$ cat config.mk
export PLATFORM = sky130hd
export DESIGN_NAME = polynomial_evaluator
export DESIGN_NICKNAME = d
export VERILOG_FILES = /design/src/rtl/polyev_pkg.sv /design/src/rtl/polyev_mac.sv /design/src/rtl/polynomial_evaluator.sv
export SDC_FILE = /design/constraint.sdc
export NUM_CORES = 2
export LEC_CHECK = 0
export ABC_AREA = 1
export BUFFER_PORTS_ARGS = -buffer_cell sky130_fd_sc_hd__buf_4
export CORE_ASPECT_RATIO = 2
export CORE_MARGIN = 5
export CORE_UTILIZATION = 45
export DETAILED_ROUTE_END_ITERATION = 16
export PLACE_DENSITY = 0.7
export SLEW_MARGIN = 20
export SYNTH_ARGS = -nofsm -noshare
export SYNTH_HDL_FRONTEND = slang
export SYNTH_HIERARCHICAL = 1
export SYNTH_SLANG_ARGS = --single-unit
$ cat constraint.sdc
create_clock -name clk_i -period 9.47 [get_ports clk_i]
set_input_delay 1.894 -clock clk_i [delete_from_list [all_inputs] [get_ports clk_i]]
set_output_delay 1.894 -clock clk_i [all_outputs]
set_load 0.005 [all_outputs]
$ cat src/rtl/polyev_pkg.sv
// ----------------------------------------------------------------------------
// polyev_pkg
// shared types and constants for the polynomial evaluator
// ----------------------------------------------------------------------------
package polyev_pkg;

  // width of values, coefficients and results (signed fixed point)
  localparam int unsigned DataW = 32;

  // configuration port
  localparam int unsigned CfgIdxW = 3;
  localparam int unsigned DegW    = 3;

  // register indexes
  localparam logic [CfgIdxW-1:0] RegDegree = 3'd0;
  localparam logic [CfgIdxW-1:0] RegCoef0  = 3'd1;

  typedef logic signed [DataW-1:0] data_t;

  // saturation limits
  localparam data_t DataMax = {1'b0, {(DataW-1){1'b1}}};
  localparam data_t DataMin = {1'b1, {(DataW-1){1'b0}}};

endpackage

$ cat src/rtl/polyev_mac.sv
// ----------------------------------------------------------------------------
// polyev_mac
// shared horner step unit: registered multiply, then shift, add and saturate
// ----------------------------------------------------------------------------
module polyev_mac import polyev_pkg::*; #(
  parameter int unsigned FRAC_BITS = 16
) (
  input  logic  clk_i,
  input  logic  mul_en_i,
  input  data_t acc_i,
  input  data_t x_i,
  input  data_t coef_i,
  output data_t res_o,
  output logic  sat_o
);

  localparam int unsigned ProdW = 2 * DataW;

  logic signed [ProdW-1:0]     prod_q;
  logic signed [ProdW-1:0]     prod_d;
  logic signed [ProdW-1:0]     shifted;
  logic signed [ProdW:0]       sum;
  logic [ProdW-DataW+1:0]      upper;

  assign prod_d = ProdW'(acc_i) * ProdW'(x_i);

  // product register, only loaded on the multiply cycle
  always_ff @(posedge clk_i) begin
    if (mul_en_i) begin
      prod_q <= prod_d;
    end
  end

  // arithmetic shift rounds toward minus infinity
  assign shifted = prod_q >>> FRAC_BITS;
  assign sum     = {shifted[ProdW-1], shifted} + {{(ProdW-DataW+1){coef_i[DataW-1]}}, coef_i};
  assign upper   = sum[ProdW:DataW-1];

  // in range only when every bit above the result sign matches it
  assign sat_o = !((upper == '0) || (upper == '1));

  always_comb begin
    if (!sat_o) begin
      res_o = sum[DataW-1:0];
    end else if (sum[ProdW]) begin
      res_o = DataMin;
    end else begin
      res_o = DataMax;
    end
  end

endmodule

$ cat src/rtl/polynomial_evaluator.sv
// ----------------------------------------------------------------------------
// polynomial_evaluator
// signed fixed-point polynomial evaluation by horner's rule on one shared
// multiply-add unit, with per-step saturation and a sticky overflow flag
// ----------------------------------------------------------------------------
//
//  channel   signals                              direction  transfer when
//  -------   -----------------------------------  ---------  ------------------
//  command   start_i, busy_o, x_value_i           in         start_i & !busy_o
//  result    done_o, y_value_o, overflow_o        out        done_o (one cycle)
//  config    cfg_we_i, cfg_idx_i, cfg_data_i      in         cfg_we_i
//
//  an item with degree d (clamped to MAX_DEGREE) runs d horner steps between
//  the command transfer and the done_o cycle; every horner step passes through
//  StMul in the shared multiplier and then StAdd in the shift/add/saturate path
//  a new command is taken the cycle after done_o, so items never overlap
//  reset clears the sequencer, the degree and all coefficients at once
//  the receiver cannot stall: the result is shown for exactly one cycle
// ----------------------------------------------------------------------------
module polynomial_evaluator import polyev_pkg::*; #(
  parameter int unsigned MAX_DEGREE = 6,
  parameter int unsigned FRAC_BITS  = 16
) (
  input  logic               clk_i,
  input  logic               rst_ni,
  // command
  input  logic               start_i,
  output logic               busy_o,
  input  data_t              x_value_i,
  // result
  output logic               done_o,
  output data_t              y_value_o,
  output logic               overflow_o,
  // configuration writes
  input  logic               cfg_we_i,
  input  logic [CfgIdxW-1:0] cfg_idx_i,
  input  logic [DataW-1:0]   cfg_data_i
);

  localparam int unsigned NumCoef = MAX_DEGREE + 1;
  localparam int unsigned StepW   = (NumCoef > 1) ? $clog2(NumCoef) : 1;

  // sequencer states
  localparam logic [1:0] StIdle = 2'd0;
  localparam logic [1:0] StMul  = 2'd1;
  localparam logic [1:0] StAdd  = 2'd2;
  localparam logic [1:0] StOut  = 2'd3;

  logic [1:0]       state_q, state_d;
  logic [StepW-1:0] step_q, step_d;
  data_t            acc_q, acc_d;
  data_t            x_q, x_d;
  logic             ovf_q, ovf_d;

  logic [DegW-1:0]  degree_q;
  data_t            coef_q [NumCoef];

  logic             accept;
  logic [StepW-1:0] deg_sel;
  logic [StepW-1:0] rd_idx;
  data_t            coef_rd;
  data_t            mac_res;
  logic             mac_sat;

  // command transfer
  assign accept = start_i && (state_q == StIdle);

  // degrees past the top coefficient fall back to the top one
  assign deg_sel = (degree_q > DegW'(MAX_DEGREE)) ? StepW'(MAX_DEGREE)
                                                  : StepW'(degree_q);

  // one coefficient read port: top coefficient at the transfer, next one down
  // while stepping
  assign rd_idx  = (state_q == StIdle) ? deg_sel : (step_q - StepW'(1));
  assign coef_rd = coef_q[rd_idx];

  // configuration registers
  always_ff @(posedge clk_i or negedge rst_ni) begin
    if (!rst_ni) begin
      degree_q <= '0;
    end else if (cfg_we_i && (cfg_idx_i == RegDegree)) begin
      degree_q <= cfg_data_i[DegW-1:0];
    end
  end

  // coefficients past MAX_DEGREE are never used, so their writes are dropped
  for (genvar k = 0; k < NumCoef; k++) begin : g_coef
    always_ff @(posedge clk_i or negedge rst_ni) begin
      if (!rst_ni) begin
        coef_q[k] <= '0;
      end else if (cfg_we_i && (cfg_idx_i == RegCoef0 + CfgIdxW'(k))) begin
        coef_q[k] <= cfg_data_i;
      end
    end
  end

  polyev_mac #(
    .FRAC_BITS (FRAC_BITS)
  ) u_mac (
    .clk_i    (clk_i),
    .mul_en_i (state_q == StMul),
    .acc_i    (acc_q),
    .x_i      (x_q),
    .coef_i   (coef_rd),
    .res_o    (mac_res),
    .sat_o    (mac_sat)
  );

  // sequencer
  always_comb begin
    state_d = state_q;
    step_d  = step_q;
    acc_d   = acc_q;
    x_d     = x_q;
    ovf_d   = ovf_q;
    unique case (state_q)
      StIdle: begin
        if (accept) begin
          acc_d   = coef_rd;
          x_d     = x_value_i;
          step_d  = deg_sel;
          ovf_d   = 1'b0;
          // degree zero gives the constant term directly
          state_d = (deg_sel == '0) ? StOut : StMul;
        end
      end
      StMul: begin
        state_d = StAdd;
      end
      StAdd: begin
        acc_d   = mac_res;
        ovf_d   = ovf_q | mac_sat;
        step_d  = step_q - StepW'(1);
        state_d = (step_q == StepW'(1)) ? StOut : StMul;
      end
      StOut: begin
        state_d = StIdle;
      end
      default: begin
        state_d = StIdle;
      end
    endcase
  end

  always_ff @(posedge clk_i or negedge rst_ni) begin
    if (!rst_ni) begin
      state_q <= StIdle;
      step_q  <= '0;
    end else begin
      state_q <= state_d;
      step_q  <= step_d;
    end
  end

  // datapath registers need no reset
  always_ff @(posedge clk_i) begin
    acc_q <= acc_d;
    x_q   <= x_d;
    ovf_q <= ovf_d;
  end

  // outputs straight from registers
  assign busy_o     = (state_q != StIdle);
  assign done_o     = (state_q == StOut);
  assign y_value_o  = acc_q;
  assign overflow_o = ovf_q;

endmodule
==> results by group <==
Logic synthesis
  – Most frequent cell after synthesis: inv_1
  – Synth unique cells: 49
  – Area fraction of the dominant cell type after synthesis: 0.378
  – Syn Inst Count: 7,313
  – Flops & latches, synth: 345
  – Primary FF master, synth: dfrtp_1
  – Number of synthesized flops with an enable pin: 113
  – Largest cells by area after synthesis: fa_1, inv_1, nand2_1
  – Syn Area/Cell: 7.84 um2
  – Area leader, netlist: fa_1
  – Syn nets: 8,696
  – Cell Area, Synth: 57,400 um2
  – Fraction of registers with async set/reset: 0.672
  – Yosys warns: 6
  – Commonest cells post-synth: inv_1, nand2_1, fa_1
  – Seq/Total Area, Yosys: 0.160

Global routing
  – GRT Total Usage: 0.265
  – First-pass GRT wire length: 280 mm
  – Largest net degree at the start of global routing: 169
  – GRT overflow: 0
  – Vias in the first global route: 51,000
  – Initial antenna violation count: 2

Critical path
  – Worst path required time: 9.86 ns
  – Crit path DAT: 9.01 ns
  – CP Capture Type: flip-flop
  – CP Launch Type: flip-flop
  – CP Class: reg2reg
  – Critical path fanouts, max: 19

Clock network
  – Worst-Skew Late Latency: 0.63 ns
  – CTS buffer count: 38
  – Post-CTS setup repair buffer count: 0
  – Clock slew at reported path FFs: 0.08 ns
  – Hold_buf cts: 0
  – CTS H-tree lvls: 2
  – Clk buf depth: 3
  – Post-cts resize count: 0
  – Root buf cell: clkbuf_16
  – Clock sink count: 345
  – TritonCTS clock tree: done

STA
  – Final Skew: 0.0439 ns
  – Post-Route Setup TNS: 0 ns
  – Worst Tran Pin Value: 1.16 ns
  – Final period util: 0.910
  – Setup violators final: 0
  – Unrepaired setup endpoints after global routing: false
  – Max-Slew Margin vs Limit: 0.229
  – Fmax: 0.116 GHz
  – Hold Violations, Final: 0
  – Post-layout min period: 8.62 ns
  – Slew Viols, Final: 0

Finish
  – Area delta synth->final: 6.84%
  – Layout cells sized above 1: 0.0535
  – Net count reported at finish: 8,665
  – Multi-input gate area: 39,400 um2
  – FF+latch area: 9200 um2
  – Fillers: 12,600

Route
  – Detail-routed net length per standard cell: 20.0 um
  – DRC violation count after routing: 0
  – Drt via density: 5.22
  – Vias: 47,000
  – Routed wire length: 180 mm
  – Initial drt markers: 3,247
  – TritonRoute pass-1 iters: 8
  – DRT antenna net count: 0

Run
  – Max_cap viols: 0

Die
  – Core box area: 127,000 um2
  – Top-Level Pins: 106
  – Core Rows: 185
  – Starting Density: 0.452
  – Die width: 262 um
  – Die Ht: 515 um
  – DIE AREA: 135,000 um2

Place
  – GPL Wtd Cong: 1.01
  – IO Port Bufs: 105
  – Dpl hpwl: 147 mm

Min path
  – Worst Hold Class: reg2reg

Run status
  – Outcome: finished clean
state kept, by name, summed over array words and instances, names as in the netlist:
register      count
u_mac/prod_q     48
y_value_o        32
state_q           2
x_q              32
step_q            3
degree_q          3
overflow_o        1
coef_q          224
worst max-delay path, stage by stage (launching register included):
cell	delay, ns
edfxtp_1	1.05
buf_4	0.36
nand2_1	0.09
fa_1	0.49
fa_1	0.53
fa_1	0.60
fa_1	0.46
fa_1	0.55
inv_1	0.05
fa_1	0.48
fa_1	0.61
fa_1	0.45
ha_1	0.37
nand2_1	0.11
nor2_1	0.29
inv_1	0.21
nor2_1	0.19
nand3_1	0.08
o21ai_1	0.54
nand2_1	0.13
nand2_1	0.23
nand3_1	0.10
nand2_1	0.10
xor2_1	0.28
kinds of logic after synthesis:
family,Yosys count,synth area share
AND/OR/NAND/NOR,2787,0.200
XOR/XNOR,94,0.0146
flip-flops,345,0.160
adder cells (fa/ha/maj),1312,0.428
AO/OA/AOI/OAI,476,0.0443
buffers and inverters,2299,0.153
final cells by class:
cell class                 instances  share of cell area
timing repair buffer             227              0.0287
tap                             1683              0.0344
clock inverter                    20             0.00382
clock buffer                      47              0.0172
inverter                        2001               0.123
multi-input combinational       4669               0.643
antenna                            1           0.0000408
sequential                       345               0.150
worst paths after layout:
kind                                          from                          to  slack, ns  cells past startpoint
setup / recovery                 x_q[10]$_DFFE_PP_  u_mac/prod_q[51]$_DFFE_PP_       0.85                     23
hold / removal             coef_q[108]$_DFFE_PN0P_     coef_q[108]$_DFFE_PN0P_       0.48                      2
setup reg to reg                 x_q[10]$_DFFE_PP_  u_mac/prod_q[51]$_DFFE_PP_       0.85                     23
hold reg to reg            coef_q[108]$_DFFE_PN0P_     coef_q[108]$_DFFE_PN0P_       0.48                      2
max in group asynchronous                   rst_ni     coef_q[108]$_DFFE_PN0P_       6.85                      2
min in group asynchronous                   rst_ni     coef_q[156]$_DFFE_PN0P_       1.24                      1
through the flow:
stage / instance area (um2) / utilization / instances / hold slack (ns) / setup WS, ns
floorplan: 57400 / - / 7313 / 0.453 / 1.87
global placement: 60000 / 0.473 / 8924 / 0.466 / 0.979
detailed placement: 60000 / 0.473 / 8924 / 0.472 / 0.902
CTS: 61300 / 0.483 / 8991 / 0.488 / 0.864
global route: 61300 / 0.483 / 8992 / 0.496 / 0.495
finish: 61300 / 0.483 / 8993 / 0.482 / 0.854
metal layers:
layer,global-route usage,share of wire,up-vias
li1,-,-,21100
met1,0.268,0.32,23300
met2,0.510,0.54,1802
met3,0.0301,0.051,731
met4,0.172,0.082,0
met5,0,0,-
placed cells by master (no fill, tap or decap), types with 13 or more instances in the layout:
cell	instances
buf_4	222
clkbuf_16	38
nor2_2	21
nand2_1	1960
a31oi_1	13
o21ai_0	248
nand4_1	39
fa_1	1082
xnor2_1	30
dfrtp_1	232
o21a_1	15
nand3_1	392
a21oi_1	163
nor3_1	24
and2_1	32
ha_1	230
nor2_1	243
edfxtp_1	113
nand2_2	37
xor2_1	62
inv_1	1992
Power is left out: the tool's default activity adds up to more than one toggle a clock period on the data nets, which glitch-free logic cannot reach.
